==> src/rtl/core/gia_pkg.sv <==
// Shared types and constants of the accelerator instance allocator.
// Used by gia_ctrl, gia_cell, gpu_instance_allocator and gia_checker.
// Depends on nothing.
`default_nettype none

package gia_pkg;

	localparam int MASK_BITS = 8;
	localparam int USAGE_W   = 12;
	localparam int PEND_W    = 10;
	localparam int CNT_W     = 4;
	localparam int COUNT_W   = 4;

	localparam logic [PEND_W-1:0]  PENDING_MAX  = 10'd1023;
	localparam logic [COUNT_W-1:0] COUNT_RESET  = 4'd8;

	typedef enum logic [1:0] {
		CMD_CLEAR = 2'd0,
		CMD_ADD   = 2'd1,
		CMD_SCHED = 2'd2,
		CMD_NOP   = 2'd3
	} cmd_t;

	typedef enum logic [2:0] {
		ST_DONE      = 3'd0,
		ST_CONFIRMED = 3'd1,
		ST_FRAC      = 3'd2,
		ST_WHOLE     = 3'd3,
		ST_PRUNED    = 3'd4,
		ST_INVALID   = 3'd5
	} status_t;

	typedef enum logic [2:0] {
		OP_NONE,
		OP_CLEAR,
		OP_ADD,
		OP_CONFIRM,
		OP_FRAC,
		OP_WHOLE
	} op_t;

	typedef enum logic [1:0] {
		PH_IDLE,
		PH_SCAN,
		PH_APPLY
	} phase_t;

	typedef struct packed {
		logic s_ready;
		logic scan_en;
		logic apply_en;
	} ctrl_t;

	typedef struct packed {
		logic             any_shared;
		logic             run_bad;
		logic [CNT_W-1:0] n_idle;
		logic [CNT_W-1:0] n_free;
	} scan_link_t;

	typedef struct packed {
		logic             taken;
		logic [CNT_W-1:0] got_idle;
		logic [CNT_W-1:0] got_pend;
	} apply_link_t;

	typedef struct packed {
		op_t                op;
		logic               use_shared;
		logic [USAGE_W-1:0] k;
		logic [USAGE_W-1:0] need_pend;
	} apply_ctl_t;

endpackage

`default_nettype wire

==> src/rtl/core/gia_ctrl.sv <==
// Phase sequencer of the allocator: idle, scan of all cells, apply and result.
// Depends on gia_pkg.
`default_nettype none

module gia_ctrl (
	input  wire logic          clk,
	input  wire logic          arst_n,
	input  wire logic          s_tvalid,
	input  wire logic          out_free,
	output gia_pkg::ctrl_t     ctl
);

	gia_pkg::phase_t phase_q;
	gia_pkg::phase_t phase_d;

	always_comb begin
		phase_d = phase_q;
		case (phase_q)
			gia_pkg::PH_IDLE: begin
				if (s_tvalid) phase_d = gia_pkg::PH_SCAN;
			end
			gia_pkg::PH_SCAN: begin
				phase_d = gia_pkg::PH_APPLY;
			end
			gia_pkg::PH_APPLY: begin
				if (out_free) phase_d = s_tvalid ? gia_pkg::PH_SCAN : gia_pkg::PH_IDLE;
			end
			default: begin
				phase_d = gia_pkg::PH_IDLE;
			end
		endcase
	end

	always_comb begin
		ctl = '0;
		case (phase_q)
			gia_pkg::PH_IDLE: begin
				ctl.s_ready = 1'b1;
			end
			gia_pkg::PH_SCAN: begin
				ctl.scan_en = 1'b1;
			end
			gia_pkg::PH_APPLY: begin
				ctl.s_ready  = out_free;
				ctl.apply_en = out_free;
			end
			default: begin
				ctl = '0;
			end
		endcase
	end

	always_ff @(posedge clk or negedge arst_n) begin
		if (!arst_n) begin
			phase_q <= gia_pkg::PH_IDLE;
		end else begin
			phase_q <= phase_d;
		end
	end

endmodule

`default_nettype wire

==> src/rtl/core/gia_cell.sv <==
// One instance cell: holds the confirmed and pending share of one instance
// and passes scan totals and allocation progress on to the next cell.
// Depends on gia_pkg.
`default_nettype none

module gia_cell #(
	parameter int SHARE_ONE = 256,
	localparam int SHR_W = $clog2(SHARE_ONE + 1)
) (
	input  wire logic                   clk,
	input  wire logic                   arst_n,
	input  wire logic                   held,
	input  wire logic                   perm,
	input  wire logic [SHR_W-1:0]       share,
	input  wire gia_pkg::apply_ctl_t    ctl,
	input  wire logic                   apply_en,
	input  wire gia_pkg::scan_link_t    scan_in,
	output gia_pkg::scan_link_t         scan_out,
	input  wire gia_pkg::apply_link_t   link_in,
	output gia_pkg::apply_link_t        link_out,
	output logic                        grant_bit
);

	localparam int SUM_W = ((SHR_W > gia_pkg::PEND_W) ? SHR_W : gia_pkg::PEND_W) + 2;

	logic [SHR_W-1:0]          conf_q;
	logic [gia_pkg::PEND_W-1:0] pend_q;
	logic [SHR_W-1:0]          conf_d;
	logic [gia_pkg::PEND_W-1:0] pend_d;

	logic [SUM_W-1:0] conf_x;
	logic [SUM_W-1:0] pend_x;
	logic [SUM_W-1:0] share_x;
	logic [SUM_W-1:0] one_x;
	logic [SUM_W-1:0] pend_add;

	logic used;
	logic free;
	logic idle;
	logic pfree;
	logic shared_room;
	logic run_bad;
	logic cand;
	logic take_frac;
	logic take_idle;
	logic take_pend;

	assign conf_x   = SUM_W'(conf_q);
	assign pend_x   = SUM_W'(pend_q);
	assign share_x  = SUM_W'(share);
	assign one_x    = SUM_W'(SHARE_ONE);
	assign pend_add = pend_x + share_x;

	assign used        = (conf_q != '0) || (pend_q != '0);
	assign free        = perm && (conf_q == '0);
	assign idle        = free && (pend_q == '0);
	assign pfree       = free && (pend_q != '0);
	assign shared_room = perm && used && (conf_x + pend_x + share_x <= one_x);
	assign run_bad     = held && (conf_x + share_x > one_x);

	always_comb begin
		scan_out.any_shared = scan_in.any_shared | shared_room;
		scan_out.run_bad    = scan_in.run_bad | run_bad;
		scan_out.n_idle     = scan_in.n_idle + gia_pkg::CNT_W'(idle);
		scan_out.n_free     = scan_in.n_free + gia_pkg::CNT_W'(free);
	end

	assign cand      = ctl.use_shared ? shared_room : free;
	assign take_frac = (ctl.op == gia_pkg::OP_FRAC) && cand && !link_in.taken;
	assign take_idle = (ctl.op == gia_pkg::OP_WHOLE) && idle &&
		(gia_pkg::USAGE_W'(link_in.got_idle) < ctl.k);
	assign take_pend = (ctl.op == gia_pkg::OP_WHOLE) && pfree &&
		(gia_pkg::USAGE_W'(link_in.got_pend) < ctl.need_pend);

	always_comb begin
		link_out.taken    = link_in.taken | ((ctl.op == gia_pkg::OP_FRAC) && cand);
		link_out.got_idle = link_in.got_idle + gia_pkg::CNT_W'(take_idle);
		link_out.got_pend = link_in.got_pend + gia_pkg::CNT_W'(take_pend);
	end

	always_comb begin
		conf_d    = conf_q;
		pend_d    = pend_q;
		grant_bit = 1'b0;
		case (ctl.op)
			gia_pkg::OP_CLEAR: begin
				conf_d = '0;
				pend_d = '0;
			end
			gia_pkg::OP_ADD: begin
				grant_bit = held;
				if (held) begin
					pend_d = (pend_add > SUM_W'(gia_pkg::PENDING_MAX)) ?
						gia_pkg::PENDING_MAX : gia_pkg::PEND_W'(pend_add);
				end
			end
			gia_pkg::OP_CONFIRM: begin
				grant_bit = held;
				if (held) begin
					conf_d = SHR_W'(conf_x + share_x);
					pend_d = (pend_x > share_x) ? gia_pkg::PEND_W'(pend_x - share_x) : '0;
				end
			end
			gia_pkg::OP_FRAC: begin
				grant_bit = take_frac;
				if (take_frac) conf_d = SHR_W'(conf_x + share_x);
			end
			gia_pkg::OP_WHOLE: begin
				grant_bit = take_idle | take_pend;
				if (take_idle || take_pend) conf_d = SHR_W'(SHARE_ONE);
			end
			default: begin
				grant_bit = 1'b0;
			end
		endcase
	end

	always_ff @(posedge clk or negedge arst_n) begin
		if (!arst_n) begin
			conf_q <= '0;
			pend_q <= '0;
		end else if (apply_en) begin
			conf_q <= conf_d;
			pend_q <= pend_d;
		end
	end

endmodule

`default_nettype wire

==> src/rtl/core/gpu_instance_allocator.sv <==
// Top level of the accelerator instance allocator: stream ports, command
// decode, whole-multiple check and the row of instance cells.
// Depends on gia_pkg, gia_ctrl and gia_cell.
//
//   channel  direction  handshake            payload
//   s_       in         s_tvalid / s_tready  s_tdata, s_tuser (command)
//   m_       out        m_tvalid / m_tready  m_tdata, m_tuser (grant, status)
//   cfg_     in         cfg_valid/cfg_ready  cfg_data (instance count)
//
// Every command passes a scan over the cell row that totals free and shared
// instances, then an apply phase that updates the cells and loads the result
// register. A new transfer is taken in the apply phase, so the next command
// enters while the last one is applied. A full result register that is not
// taken holds the apply phase. Reset clears all shares and sets the instance
// count to eight; no clearing pass is needed.
`default_nettype none

module gpu_instance_allocator #(
	parameter int INSTANCES = 8,
	parameter int SHARE_ONE = 256
) (
	input  wire logic        clk,
	input  wire logic        arst_n,
	input  wire logic        s_tvalid,
	output logic             s_tready,
	input  wire logic [31:0] s_tdata,  // usage[11:0], held_mask[19:12], permitted_mask[27:20]
	input  wire logic [2:0]  s_tuser,  // command[1:0], job_running[2]
	output logic             m_tvalid,
	input  wire logic        m_tready,
	output logic [7:0]       m_tdata,  // assigned_mask[7:0]
	output logic [3:0]       m_tuser,  // granted[0], status[3:1]
	input  wire logic        cfg_valid,
	output logic             cfg_ready,
	input  wire logic [3:0]  cfg_data  // instance_count[3:0]
);

	localparam int SHR_W   = $clog2(SHARE_ONE + 1);
	localparam int RECIP_W = 33 - $clog2(SHARE_ONE);
	localparam int PROD_W  = gia_pkg::USAGE_W + RECIP_W;
	localparam longint unsigned RECIP_L =
		((64'd1 << 32) + longint'(SHARE_ONE) - 64'd1) / longint'(SHARE_ONE);
	localparam logic [RECIP_W-1:0] RECIP = RECIP_W'(RECIP_L);

	gia_pkg::ctrl_t ctl;
	logic           out_free;
	logic           accept;

	logic [gia_pkg::COUNT_W-1:0] count_q;

	gia_pkg::cmd_t                   cmd_q;
	logic [gia_pkg::USAGE_W-1:0]     usage_q;
	logic                            run_q;
	logic [gia_pkg::MASK_BITS-1:0]   held_q;
	logic [gia_pkg::MASK_BITS-1:0]   perm_q;

	logic [PROD_W-1:0]           prod;
	logic [gia_pkg::USAGE_W-1:0] k_q;
	logic                        exact_q;
	gia_pkg::scan_link_t         totals_q;

	gia_pkg::scan_link_t  scan_c [0:INSTANCES];
	gia_pkg::apply_link_t link_c [0:INSTANCES];
	logic [INSTANCES-1:0] grant_bits;
	logic [INSTANCES-1:0] held_b;
	logic [INSTANCES-1:0] perm_b;
	logic [gia_pkg::MASK_BITS-1:0] mask_d;

	logic               below_one;
	logic               invalid;
	logic [SHR_W-1:0]   share;
	gia_pkg::apply_ctl_t actl;
	logic               grant_d;
	gia_pkg::status_t   status_d;
	logic               mask_en;

	logic                          m_tvalid_q;
	logic                          grant_q;
	gia_pkg::status_t              status_q;
	logic [gia_pkg::MASK_BITS-1:0] mask_q;

	gia_ctrl u_ctrl (
		.clk      (clk),
		.arst_n   (arst_n),
		.s_tvalid (s_tvalid),
		.out_free (out_free),
		.ctl      (ctl)
	);

	assign out_free  = !m_tvalid_q || m_tready;
	assign s_tready  = ctl.s_ready;
	assign accept    = s_tvalid && ctl.s_ready;
	assign cfg_ready = 1'b1;

	always_ff @(posedge clk or negedge arst_n) begin
		if (!arst_n) begin
			count_q <= gia_pkg::COUNT_RESET;
		end else if (cfg_valid) begin
			count_q <= cfg_data;
		end
	end

	always_ff @(posedge clk) begin
		if (accept) begin
			cmd_q   <= gia_pkg::cmd_t'(s_tuser[1:0]);
			run_q   <= s_tuser[2];
			usage_q <= s_tdata[11:0];
			held_q  <= s_tdata[19:12];
			perm_q  <= s_tdata[27:20];
		end
	end

	// The quotient by the instance size comes from a rounded-up reciprocal;
	// the low word of the product stays below the reciprocal exactly when
	// the usage is a whole multiple.
	assign prod = PROD_W'(usage_q) * PROD_W'(RECIP);

	always_ff @(posedge clk) begin
		if (ctl.scan_en) begin
			k_q      <= gia_pkg::USAGE_W'(prod[PROD_W-1:32]);
			exact_q  <= prod[31:0] < 32'(RECIP);
			totals_q <= scan_c[INSTANCES];
		end
	end

	assign below_one = {1'b0, usage_q} < (gia_pkg::USAGE_W + 1)'(SHARE_ONE);
	assign invalid   = (usage_q == '0) || (!below_one && !exact_q);
	assign share     = below_one ? SHR_W'(usage_q) : SHR_W'(SHARE_ONE);

	always_comb begin
		actl.op         = gia_pkg::OP_NONE;
		actl.use_shared = totals_q.any_shared;
		actl.k          = k_q;
		actl.need_pend  = (k_q > gia_pkg::USAGE_W'(totals_q.n_idle)) ?
			k_q - gia_pkg::USAGE_W'(totals_q.n_idle) : '0;
		grant_d  = 1'b0;
		status_d = gia_pkg::ST_DONE;
		mask_en  = 1'b0;
		case (cmd_q)
			gia_pkg::CMD_CLEAR: begin
				actl.op = gia_pkg::OP_CLEAR;
				grant_d = 1'b1;
			end
			gia_pkg::CMD_ADD: begin
				if (invalid) begin
					status_d = gia_pkg::ST_INVALID;
				end else begin
					actl.op = gia_pkg::OP_ADD;
					grant_d = 1'b1;
					mask_en = 1'b1;
				end
			end
			gia_pkg::CMD_SCHED: begin
				if (invalid) begin
					status_d = gia_pkg::ST_INVALID;
				end else if (run_q) begin
					if (totals_q.run_bad) begin
						status_d = gia_pkg::ST_PRUNED;
					end else begin
						actl.op  = gia_pkg::OP_CONFIRM;
						grant_d  = 1'b1;
						mask_en  = 1'b1;
						status_d = gia_pkg::ST_CONFIRMED;
					end
				end else if (below_one) begin
					actl.op  = gia_pkg::OP_FRAC;
					grant_d  = link_c[INSTANCES].taken;
					mask_en  = 1'b1;
					status_d = link_c[INSTANCES].taken ? gia_pkg::ST_FRAC : gia_pkg::ST_PRUNED;
				end else if (gia_pkg::USAGE_W'(totals_q.n_free) < k_q) begin
					status_d = gia_pkg::ST_PRUNED;
				end else begin
					actl.op  = gia_pkg::OP_WHOLE;
					grant_d  = 1'b1;
					mask_en  = 1'b1;
					status_d = gia_pkg::ST_WHOLE;
				end
			end
			default: begin
				actl.op = gia_pkg::OP_NONE;
			end
		endcase
	end

	assign scan_c[0] = '0;
	assign link_c[0] = '0;

	for (genvar g = 0; g < INSTANCES; g++) begin : g_cell
		if (g < gia_pkg::MASK_BITS) begin : g_live
			assign held_b[g] = held_q[g] && (count_q > gia_pkg::COUNT_W'(g));
			assign perm_b[g] = perm_q[g] && (count_q > gia_pkg::COUNT_W'(g));
		end else begin : g_absent
			assign held_b[g] = 1'b0;
			assign perm_b[g] = 1'b0;
		end

		gia_cell #(
			.SHARE_ONE (SHARE_ONE)
		) u_cell (
			.clk       (clk),
			.arst_n    (arst_n),
			.held      (held_b[g]),
			.perm      (perm_b[g]),
			.share     (share),
			.ctl       (actl),
			.apply_en  (ctl.apply_en),
			.scan_in   (scan_c[g]),
			.scan_out  (scan_c[g+1]),
			.link_in   (link_c[g]),
			.link_out  (link_c[g+1]),
			.grant_bit (grant_bits[g])
		);
	end

	for (genvar b = 0; b < gia_pkg::MASK_BITS; b++) begin : g_mask
		if (b < INSTANCES) begin : g_bit
			assign mask_d[b] = grant_bits[b] && mask_en;
		end else begin : g_zero
			assign mask_d[b] = 1'b0;
		end
	end

	always_ff @(posedge clk or negedge arst_n) begin
		if (!arst_n) begin
			m_tvalid_q <= 1'b0;
		end else if (ctl.apply_en) begin
			m_tvalid_q <= 1'b1;
		end else if (m_tready) begin
			m_tvalid_q <= 1'b0;
		end
	end

	always_ff @(posedge clk) begin
		if (ctl.apply_en) begin
			grant_q  <= grant_d;
			status_q <= status_d;
			mask_q   <= mask_d;
		end
	end

	assign m_tvalid = m_tvalid_q;
	assign m_tdata  = mask_q;
	assign m_tuser  = {status_q, grant_q};

endmodule

`default_nettype wire

==> config.mk <==
export PLATFORM = sky130hd
export DESIGN_NAME = gpu_instance_allocator
export DESIGN_NICKNAME = d
export VERILOG_FILES = /design/src/rtl/core/gia_pkg.sv /design/src/rtl/core/gia_ctrl.sv /design/src/rtl/core/gia_cell.sv /design/src/rtl/core/gpu_instance_allocator.sv
export SDC_FILE = /design/constraint.sdc
export NUM_CORES = 1
export LEC_CHECK = 0
export BUFFER_PORTS_ARGS = -buffer_cell sky130_fd_sc_hd__buf_2
export CORE_ASPECT_RATIO = 0.75
export CORE_MARGIN = 2
export CORE_UTILIZATION = 34
export DETAILED_ROUTE_END_ITERATION = 10
export SKIP_LAST_GASP = 1
export SYNTH_ARGS = -nofsm -noshare
export SYNTH_HDL_FRONTEND = slang
export SYNTH_SLANG_ARGS = --single-unit
==> constraint.sdc <==
create_clock -name clk -period 11.2 [get_ports clk]
set_input_delay 1.12 -clock clk [delete_from_list [all_inputs] [get_ports clk]]
set_output_delay 1.12 -clock clk [all_outputs]
set_load 0.03 [all_outputs]
# Word level (Yosys, flattened, before mapping)

Index checks and enable logic that the tools add are counted.

Add/subtract/negate cells: 67
Order comparisons: 60
Bitwise logic cells: 29
Eq/ne operators: 43
Reduce and logical (&&, ||, !) cells: 205
Muxes and demuxes: 125

Operators by type and width:

| kind                   | count |
|---|---|
| $mux W10               | 32 |
| $pmux W9 S4            | 8 |
| $pmux W10 S3           | 8 |
| $mux W9                | 25 |
| $logic_and A1 B1 Y1    | 121 |
| $add A12 B9 Y12        | 8 |
| $gt A12 B10 Y1 const B | 8 |
| $gt A12 B9 Y1 const B  | 8 |
| $le A12 B9 Y1 const B  | 8 |
| $add A10 B9 Y11        | 8 |
| $add A9 B10 Y11        | 8 |
| $add A9 B9 Y10         | 8 |
| $gt A10 B9 Y1          | 8 |
| $logic_not A10 Y1      | 8 |
| $reduce_bool A10 Y1    | 8 |
| $sub A10 B9 Y10        | 8 |
| $logic_not A9 Y1       | 8 |
| $reduce_bool A9 Y1     | 8 |
| $ne A2 B1 Y1 const B   | 32 |
| $add A4 B1 Y4          | 14 |
| $lt A4 B12 Y1          | 4 |
| $reduce_and A5 Y1      | 8 |
| $mux W3                | 11 |
| $lt A32 B25 Y1 const B | 1 |
| other kinds (43)       | 161 |

Output and inout port bits: 15
Bits in registers: 217

# Logic depth before layout (Yosys ltp)

Gate-level depths: netlist of the first run.

Depth after elaboration: 32
Mapped depth: 60
Depth with buffers taken out: 58

# Modules after synthesis

A second synthesis of the first run with hierarchy kept.

Cells, all modules: 3,378
Area total of the unflattened synthesis: 29,126.7 um^2

Modules (own cells, without submodules):

| module                          | area each (um^2) | seq. area each (um^2) | times used | cells each |
|---|---|---|---|---|
| gia_cell (g_cell[2].u_cell ...) | 3,238.1          | 475.5                 | 4          | 391 |
| gia_cell (g_cell[1].u_cell)     | 3,444.6          | 475.5                 | 1          | 415 |
| gia_cell (g_cell[0].u_cell)     | 3,347.0          | 475.5                 | 1          | 403 |
| gia_cell (g_cell[7].u_cell)     | 3,266.9          | 475.5                 | 1          | 401 |
| gia_cell (g_cell[4].u_cell)     | 3,229.3          | 475.5                 | 1          | 389 |
| gpu_instance_allocator          | 2,768.9          | 1,868.0               | 1          | 195 |
| gia_ctrl                        | 117.6            | 50.0                  | 1          | 11 |

# Worst setup path after synthesis of the first run

Ideal clock, no wire load.

Path kind: register -> register
Start: reg usage_q[10] (netlist bit)
End: reg g_cell[7].u_cell.conf_q[8]
Setup slack: 0.365 ns
Setup time: 0.127 ns
Required time: 11.073 ns
Cell stages (with the launch flop): 61
Arrival: 10.708 ns
Path buffers: 2
Period minus slack after synthesis: 10.835 ns
Path through: edfxtp_1 > or4_4 > clkinv_4 > nor2_2 > a21oi_4 > nand4_2 > buf_6 > or4b_4 > nor2_1 > nand2_1 > inv_1 > ha_1 > ha_1 > a21oi_1 > o311ai_0 > fa_1 > inv_1 > ha_1 > (+25 left out) > ha_1 > a21boi_0 > o21ai_0 > nand3_1 > inv_1 > ha_1 > ha_1 > ha_1 > o21ai_0 > nand2b_1 > a21oi_1 > nor2b_1 > o21ai_0 > o311a_1 > o21ai_0 > a21o_1 > buf_6 > mux2_1

Cells in the longest elaborated chain, start to end: 32
Elaborated cells on any way between the ends: 131
Those cells by class: add/sub (21); order compare (23); eq/ne (7); mux (17); bitwise (6); reduce/logical (57)

RTL lines:

| item                                                       | RTL line                                                     | text |
|---|---|---|
| start: declaration                                         | gpu_instance_allocator.sv:51                                 | `logic [gia_pkg::USAGE_W-1:0] usage_q;` |
| start signal: assignment                                   | gpu_instance_allocator.sv:106                                | `usage_q <= s_tdata[11:0];` |
| $lt A12 B9 Y1                                              | gpu_instance_allocator.sv:125                                | `assign below_one = {1'b0, usage_q} < (gia_pkg::USAGE_W + 1)'(SHARE_ONE);` |
| $logic_not A1 Y1                                           | gpu_instance_allocator.sv:126                                | `assign invalid = (usage_q == '0) \|\| (!below_one && !exact_q);` |
| $logic_and A1 B1 Y1                                        | gpu_instance_allocator.sv:126                                |  |
| $logic_or A1 B1 Y1                                         | gpu_instance_allocator.sv:126                                |  |
| $mux W3 / $mux W2 (equally long branches)                  | gpu_instance_allocator.sv:153, gpu_instance_allocator.sv:144 |  |
| $pmux W3 S3                                                | gpu_instance_allocator.sv:138                                | `case (cmd_q)` |
| $eq A3 B3 Y1                                               | gia_cell.sv:70, gia_cell.sv:72, gia_cell.sv:85               |  |
| $logic_and A1 B1 Y1, on equally long branches (2 in a row) | gia_cell.sv:72, gia_cell.sv:70                               |  |
| (+15 left out)                                             | n/a                                                          |  |
| $lt A4 B12 Y1 / $lt A4 B4 Y1 (equally long branches)       | gia_cell.sv:73, gia_cell.sv:71                               |  |
| $logic_and A1 B1 Y1, on equally long branches              | gia_cell.sv:72, gia_cell.sv:70                               |  |
| $add A4 B1 Y4, on equally long branches                    | gia_cell.sv:78, gia_cell.sv:77                               |  |
| $lt A4 B12 Y1 / $lt A4 B4 Y1 (equally long branches)       | gia_cell.sv:73, gia_cell.sv:71                               |  |
| $logic_and A1 B1 Y1, on equally long branches              | gia_cell.sv:72, gia_cell.sv:70                               |  |
| $logic_or A1 B1 Y1                                         | gia_cell.sv:110                                              | `if (take_idle \|\| take_pend) conf_d = SHR_W'(SHARE_ONE);` |
| $ne A2 B1 Y1 (no line)                                     | n/a                                                          |  |
| $reduce_and A5 Y1 (no line)                                | n/a                                                          |  |
| end signal: assignment                                     | gia_cell.sv:123                                              | `conf_q <= conf_d;` |
| end: declaration                                           | gia_cell.sv:26                                               | `logic [SHR_W-1:0] conf_q;` |

Parallel ways exist; a longest one is shown, timed or not. The select of a mux whose other input is x is not followed.
A chain may end at the register's enable or synchronous reset.

# Final worst setup path of the first run

Start: reg usage_q[8] (netlist bit)
End: reg g_cell[7].u_cell.conf_q[4]

The elaborated chain is that of the path after synthesis.

==> out/summary.txt, run 1 <==
status: complete, no violations
hpwl dp: 66.7 mm
TritonRoute pass-1 iters: 8
Power, Total: 0.00583 W
switching share of power: 47.5%
clock skew: 21.1 ps
I/O pin count: 59
most instantiated cells after synthesis: ha_1, a21oi_1, inv_1
fill count: 8,097
full die area: 82,700 um2
total grt overflow: 0
fin area: 30,700 um2
Slew @ Worst Pin: 1180 ps
Util after Layout: 38.3%
EDFF count, synth: 58
area grow syn2layout: 12.1%
Skew-Pair Late Insertion Delay: 600 ps
Post-Syn Area: 27,300 um2
Final Hold Fails: 0
Mapped Cells: 3,167
Post-route DRC: 0
CP Buf/Inv Count: 6
Critical-path top delay cell: or4_4
synthesized net count: 3,697
top cell type by total area after synthesis: ha_1
kind of critical path: reg2reg
total clock sinks: 217
Netlist cell types: 101
Post-DP Area: 29,500 um2
Max Root-Sink Buffers: 3
Initial Util: 34.1%
register area share after synthesis: 20.9%
initial antenna violation count: 2
logic gate share of total power: 62.0%
first-pass GRT wire length: 136 mm
relative slew slack: 21.0%
Die Y: 250 um
H-tree levels: 1
wire per inst: 20.3 um
Synth Area in Simple Gates: 14.2%
worst path arrival time: 11,250 ps
Main synth FF type: dfrtp_1
maximum number of pins on one net before global-route repair: 75
largest family of logic cells by synthesized area: compound AO/OA/AOI/OAI gates
Final ANT Viol Nets: 0
CP Max Fanout: 7
core area: 80,100 um2
register share of total power: 22.1%
Via density: 5.72
Synth Area per Inst: 8.63 um2
VDD IR max: 0.000124 V
Global Route Usage Sum: 20.8%
setup violators final: 0
max_cap viols: 0
Leak: 14.1 nW
Slew Limit Fails: 0
Synth Area in Compound Gates: 28.0%
hold_ws: 458 ps
CTS Root Cell: clkbuf_16
GPL Wtd Cong: 0.911
via count of the first global-routing pass: 23,168
ratio of final minimum period to clock period: 96.3%
CTS Hold Buffers Added: 0
fmax: 92.7 MHz
Min-Delay Path Class: reg2reg
DIE WIDTH: 331 um
Async S/R FF share, synth: 73.3%
xor/xnor cell area share of the yosys netlist: 5.41%
Yosys reg bits: 217
Largest stage delay, worst path: 620 ps
Clock power frac: 15.9%
TritonCTS clock tree: done
layout cells sized above 1: 11.5%
mux cell area share after synthesis: 3.30%
final wirelength: 89.1 mm
main area contributors after synthesis: ha_1, dfrtp_1, edfxtp_1, a21oi_1, fa_1
port bufs: 53
Synth top area share: 19.8%
Row Count: 90
required time worst endpoint: 11,670 ps
Final min period: 10,780 ps
Worst setup SP type: flop
CP endpoint kind: flop
Worst-path clk slew: 60 ps
pwr dens: 190 nW/um2
Synth Area in Adders: 23.7%
internal power: 0.00306 W
diodes inserted: 0
1st-iter DRT viols: 2,251
warnings from Yosys: 0
CP delay by family, top: adder cells
top-count cell post-synth: ha_1
via count: 25,066
CP dominant cell by count: ha_1
cts bufs inserted: 27
dpl ws: -15.2 ps
NetSw: 0.00277 W
post-route setup slack: 416 ps
final net count: 3,831
cell families (layout without fill, tap and decap cells):
group / Yosys count / count (layout)
AO/OA/AOI/OAI: 1124 / 1124
XOR/XNOR: 169 / 169
flip-flops: 217 / 217
other: 1 / 1
buffers and inverters: 314 / 469
multiplexers: 83 / 83
AND/OR/NAND/NOR: 773 / 773
adder cells (fa/ha/maj): 486 / 486
metal layers:
layer  vias to the layer above  wire [um]  global-route usage, %
li1                      12139          -                      -
met1                     11864      43200                   31.4
met2                       926      34700                   28.9
met3                       137       8780                   5.27
met4                         0       2430                   5.23
met5                         -          0                      0
placed cells by master, fill, tap and decap left out, drive strengths merged, types with 58 or more instances in the layout:
master  netlist  layout
ha          433     433
nand2       191     191
a21oi       302     302
nor2        211     211
a21o        104     104
inv         240     240
xor2         62      62
dfrtp       158     158
o21ai       191     191
o21bai       80      80
edfxtp       58      58
xnor2       107     107
buf          17     178
power by group through the flow:
stage / clock network [W] / registers, W / logic (W)
3_3_place_gp: 0 / 0.00130 / 0.00348
3_5_place_dp: 0 / 0.00130 / 0.00351
4_1_cts: 0.000938 / 0.00128 / 0.00354
5_1_grt: 0.000968 / 0.00132 / 0.00404
2_1_floorplan: 0 / 0.00121 / 0.00272
6_report: 0.000927 / 0.00129 / 0.00361
sequential cells by signal, summed over array words and instances (netlist names), 3 cells and up:
signal,flops
g_cell.u_cell.conf_q,72
g_cell.u_cell.pend_q,80
status_q,3
m_tdata,8
held_q,8
usage_q,12
perm_q,8
k_q,4
count_q,4
totals_q,9
layout make-up:
class / instances / area (um2) / area share (%)
clock buffers: 32 / 714 / 2.33
flip-flops and latches: 217 / 5720 / 18.7
well taps: 1058 / 1320 / 4.32
repair buffers: 178 / 1220 / 3.99
inverters: 241 / 913 / 2.98
multi-input cells: 2636 / 20600 / 67.2
clock inverters: 18 / 170 / 0.555
worst paths after layout:
path	from	endpoint	slack [ps]	depth (start not counted)
worst max-delay path	usage_q[8]	g_cell[7].u_cell.conf_q[4]	420	54
worst min-delay path	usage_q[10]	k_q[2]	460	0
worst max register to register	usage_q[8]	g_cell[7].u_cell.conf_q[4]	420	54
worst min register to register	usage_q[10]	k_q[2]	460	0
max in group asynchronous	arst_n	g_cell[7].u_cell.pend_q[1]	8810	3
min in group asynchronous	arst_n	g_cell[5].u_cell.conf_q[1]	560	1
through the flow:
step | TNS [ps] | instances
floorplan | 0 | 3167
global placement | 0 | 4316
detailed placement | -83.7 | 4316
CTS | 0 | 4366
global route | -489 | 4380
finish | 0 | 4380
repair_timing:
item                       4_1_cts  5_1_grt
resized for setup                1       47
pin swaps                        0       24
buffers inserted                 0       14
setup endpoints to repair        7       10
Power figures use the tool's default switching activity.
==> inputs of run 2 (changes only) <==
--- a/config.mk
+++ b/config.mk
@@ -5,6 +5,7 @@
 export SDC_FILE = /design/constraint.sdc
 export NUM_CORES = 1
 export LEC_CHECK = 0
+export ABC_AREA = 1
 export BUFFER_PORTS_ARGS = -buffer_cell sky130_fd_sc_hd__buf_2
 export CORE_ASPECT_RATIO = 0.75
 export CORE_MARGIN = 2
@@ -14,3 +15,4 @@
 export SYNTH_ARGS = -nofsm -noshare
 export SYNTH_HDL_FRONTEND = slang
 export SYNTH_SLANG_ARGS = --single-unit
+export TNS_END_PERCENT = 30
==> out/summary.txt, run 2 <==
Largest stage delay, worst path: 480 ps (was 620 ps)
switching share of power: 50.0% (was 47.5%)
Max Root-Sink Buffers: 3 (unchanged)
mux cell area share after synthesis: 0% (was 3.30%)
Util after Layout: 38.0% (was 38.3%)
fill count: 8,500 (was 8,097)
total clock sinks: 217 (unchanged)
Global Route Usage Sum: 20.9% (was 20.8%)
Biggest register: g_cell.u_cell.pend_q (unchanged)
1st-iter DRT viols: 2,191 (was 2,251)
VDD IR max: 0.000126 V (was 0.000124 V)
I/O pin count: 59 (unchanged)
Post-Syn Area: 27,900 um2 (was 27,300 um2)
final net count: 4,500 (was 3,831)
Final ANT Viol Nets: 0 (unchanged)
Die Y: 252 um (was 250 um)
DIE WIDTH: 335 um (was 331 um)
Power, Total: 0.00585 W (was 0.00583 W)
NetSw: 0.00293 W (was 0.00277 W)
Min-Delay Path Class: reg2reg (unchanged)
Worst-path clk slew: 60 ps (about the same)
GR Util met3: 4.14% (was 5.27%)
setup violators final: 0 (unchanged)
Synth top area share: 19.4% (was 19.8%)
largest family of logic cells by synthesized area: simple AND/OR/NAND/NOR gates (was compound AO/OA/AOI/OAI gates)
Slew @ Worst Pin: 1210 ps (was 1180 ps)
wire per inst: 17.6 um (was 20.3 um)
kind of critical path: reg2reg (unchanged)
status: complete, no violations (unchanged)
met1 usage: 32.1% (was 31.4%)
internal power: 0.00293 W (was 0.00306 W)
commonest non-fill, non-tap cell in the layout: nand2_1 (was ha_1)
Netlist cell types: 66 (was 101)
synthesized net count: 4,420 (was 3,697)
fmax: 94.1 MHz (was 92.7 MHz)
Synth Area in Compound Gates: 16.8% (was 28.0%)
required time worst endpoint: 11,660 ps (was 11,670 ps)
maximum number of pins on one net before global-route repair: 69 (was 75)
Synth Area in Simple Gates: 23.6% (was 14.2%)
Skew-Pair Late Insertion Delay: 610 ps (was 600 ps)
Main synth FF type: dfrtp_1 (unchanged)
GPL Wtd Cong: 0.930 (was 0.911)
CTS Root Cell: clkbuf_16 (unchanged)
commonest non-fill, non-tap cells in the layout: nand2_1, inv_1, ha_1, a21oi_1, nor2_1 (was ha_1, a21oi_1, inv_1, nor2_1, nand2_1)
top cell type by total area after synthesis: ha_1 (unchanged)
xor/xnor cell area share of the yosys netlist: 6.78% (was 5.41%)
warnings from Yosys: 0 (unchanged)
relative slew slack: 18.8% (was 21.0%)
via count of the first global-routing pass: 24,084 (was 23,168)
Leak: 15.7 nW (was 14.1 nW)
Yosys reg bits: 217 (unchanged)
Final min period: 10,630 ps (was 10,780 ps)
via count: 26,097 (was 25,066)
Critical-path top delay cell: fa_1 (was or4_4)
register area share after synthesis: 20.5% (was 20.9%)
area grow syn2layout: 10.1% (was 12.1%)
final wirelength: 89.1 mm (about the same)
top-count cell post-synth: nand2_1 (was ha_1)
pwr dens: 191 nW/um2 (was 190 nW/um2)
logic gate share of total power: 60.4% (was 62.0%)
core area: 80,900 um2 (was 80,100 um2)
Slew Limit Fails: 0 (unchanged)
Async S/R FF share, synth: 73.3% (unchanged)
TritonCTS clock tree: done (unchanged)
Worst setup SP type: flop (unchanged)
layout cells sized above 1: 7.77% (was 11.5%)
TritonRoute pass-1 iters: 6 (was 8)
CP Max Fanout: 5 (was 7)
main area contributors after synthesis: ha_1, dfrtp_1, nand2_1, inv_1, edfxtp_1 (was ha_1, dfrtp_1, edfxtp_1, a21oi_1, fa_1)
total grt overflow: 0 (unchanged)
full die area: 84,300 um2 (was 82,700 um2)
initial antenna violation count: 3 (was 2)
port bufs: 53 (unchanged)
Initial Util: 34.5% (was 34.1%)
EDFF count, synth: 58 (unchanged)
GRT busiest layer: met1 (unchanged)
register share of total power: 23.1% (was 22.1%)
number of flip-flops under the largest register name: 80 (unchanged)
ratio of final minimum period to clock period: 94.9% (was 96.3%)
first-pass GRT wire length: 139 mm (was 136 mm)
Clock power frac: 16.5% (was 15.9%)
biggest regs: g_cell.u_cell.pend_q: 80 flops, g_cell.u_cell.conf_q: 72 flops, usage_q: 12 flops (unchanged)
Final Hold Fails: 0 (unchanged)
R2R setup slack: 570 ps (was 420 ps)
Post-route DRC: 0 (unchanged)
worst path arrival time: 11,090 ps (was 11,250 ps)
most instantiated cells after synthesis: nand2_1, inv_1, ha_1 (was ha_1, a21oi_1, inv_1)
CP endpoint kind: flop (unchanged)
setup TNS: 0 ps (unchanged)
Synth Area in Adders: 23.2% (was 23.7%)
clock skew: 43.8 ps (was 21.1 ps)
Synth Area per Inst: 7.17 um2 (was 8.63 um2)
Via density: 5.17 (was 5.72)
hpwl dp: 66.4 mm (was 66.7 mm)
H-tree levels: 1 (unchanged)
cts bufs inserted: 27 (unchanged)
met2 GRT Util: 29.8% (was 28.9%)
Row Count: 90 (unchanged)
Mapped Cells: 3,890 (was 3,167)
max_cap viols: 0 (unchanged)
CP dominant cell by count: o21a_1 (was ha_1)
[run 2: cell count changes after synthesis, moves of 40 or more]
cell | before | now
inv_1 | 240 | 582
xnor2_1 | 107 | 63
o22a_1 | 41 | 1
a211oi_1 | 46 | 3
a21o_1 | 104 | 12
mux2i_1 | 41 | 0
nand2_1 | 191 | 764
nor2_1 | 206 | 317
nand3_1 | 56 | 210
xor2_1 | 62 | 153
[run 2: worst paths after layout]
check | endpoint | cells after the start | startpoint
setup / recovery | g_cell[7].u_cell.conf_q[0] | 64 | k_q[3]
hold / removal | k_q[2] | 0 | usage_q[10]
setup reg to reg | g_cell[7].u_cell.conf_q[0] | 64 | k_q[3]
hold reg to reg | k_q[2] | 0 | usage_q[10]
max in group asynchronous | count_q[0] | 3 | arst_n
min in group asynchronous | g_cell[7].u_cell.pend_q[5] | 1 | arst_n
[run 2: power by group through the flow]
stage | Sequential, W | Combinational (W) | Clock, W
after floorplan | 0.00123 | 0.00280 | 0
after CTS | 0.00135 | 0.00348 | 0.000978
after global routing | 0.00139 | 0.00405 | 0.00100
after global placement | 0.00136 | 0.00342 | 0
final | 0.00135 | 0.00354 | 0.000964
after detailed placement | 0.00136 | 0.00346 | 0
[run 2: through the flow]
step | instances | setup WS, ps | hold slack (ps) | cell area, um2
global route | 5049 | -74.1 | 487 | 30700
CTS | 5036 | 127 | 478 | 30500
detailed placement | 4986 | 180 | 440 | 29500
global placement | 4986 | 320 | 438 | 29500
finish | 5051 | 575 | 473 | 30700
floorplan | 3890 | 1130 | 426 | 27900
[run 2: what timing repair did]
action	4_1_cts	5_1_grt
endpoints found under the setup margin	0	10
buffers inserted	0	11
hold buffers	0	0
gates resized for setup	0	41
[run 2: cells by family after synthesis]
family	after synthesis
AOI/OAI and AO/OA	796
xor gates and xnor gates	216
adders and majority gates	486
buffers and inverters	653
DFF	217
other	1
and+or+nand+nor	1521
[run 2: per-layer routing]
layer,up-vias,share of wire [%]
met5,-,0.18
met4,2,1.8
met3,99,8.0
met2,785,40
met1,12036,50
li1,13175,-
[run 2: final cells by class]
cell class	count	area, um2	area share [%]
clock buffer	28	689	2.25
antenna	2	5.00	0.0163
sequential	217	5720	18.6
clock inverter	22	231	0.754
tap	1058	1320	4.31
multi-input combinational	3022	19800	64.6
inverter	604	2280	7.43
timing repair buffer	98	626	2.04
[run 2: worst max-delay path, delay by kind of cell, from the launching register on]
kind            cells  cell delay [ps]
compound gates     20             2620
fa+ha+maj          17             4380
buf+inv             7              630
flops               1              400
simple gates       20             2450
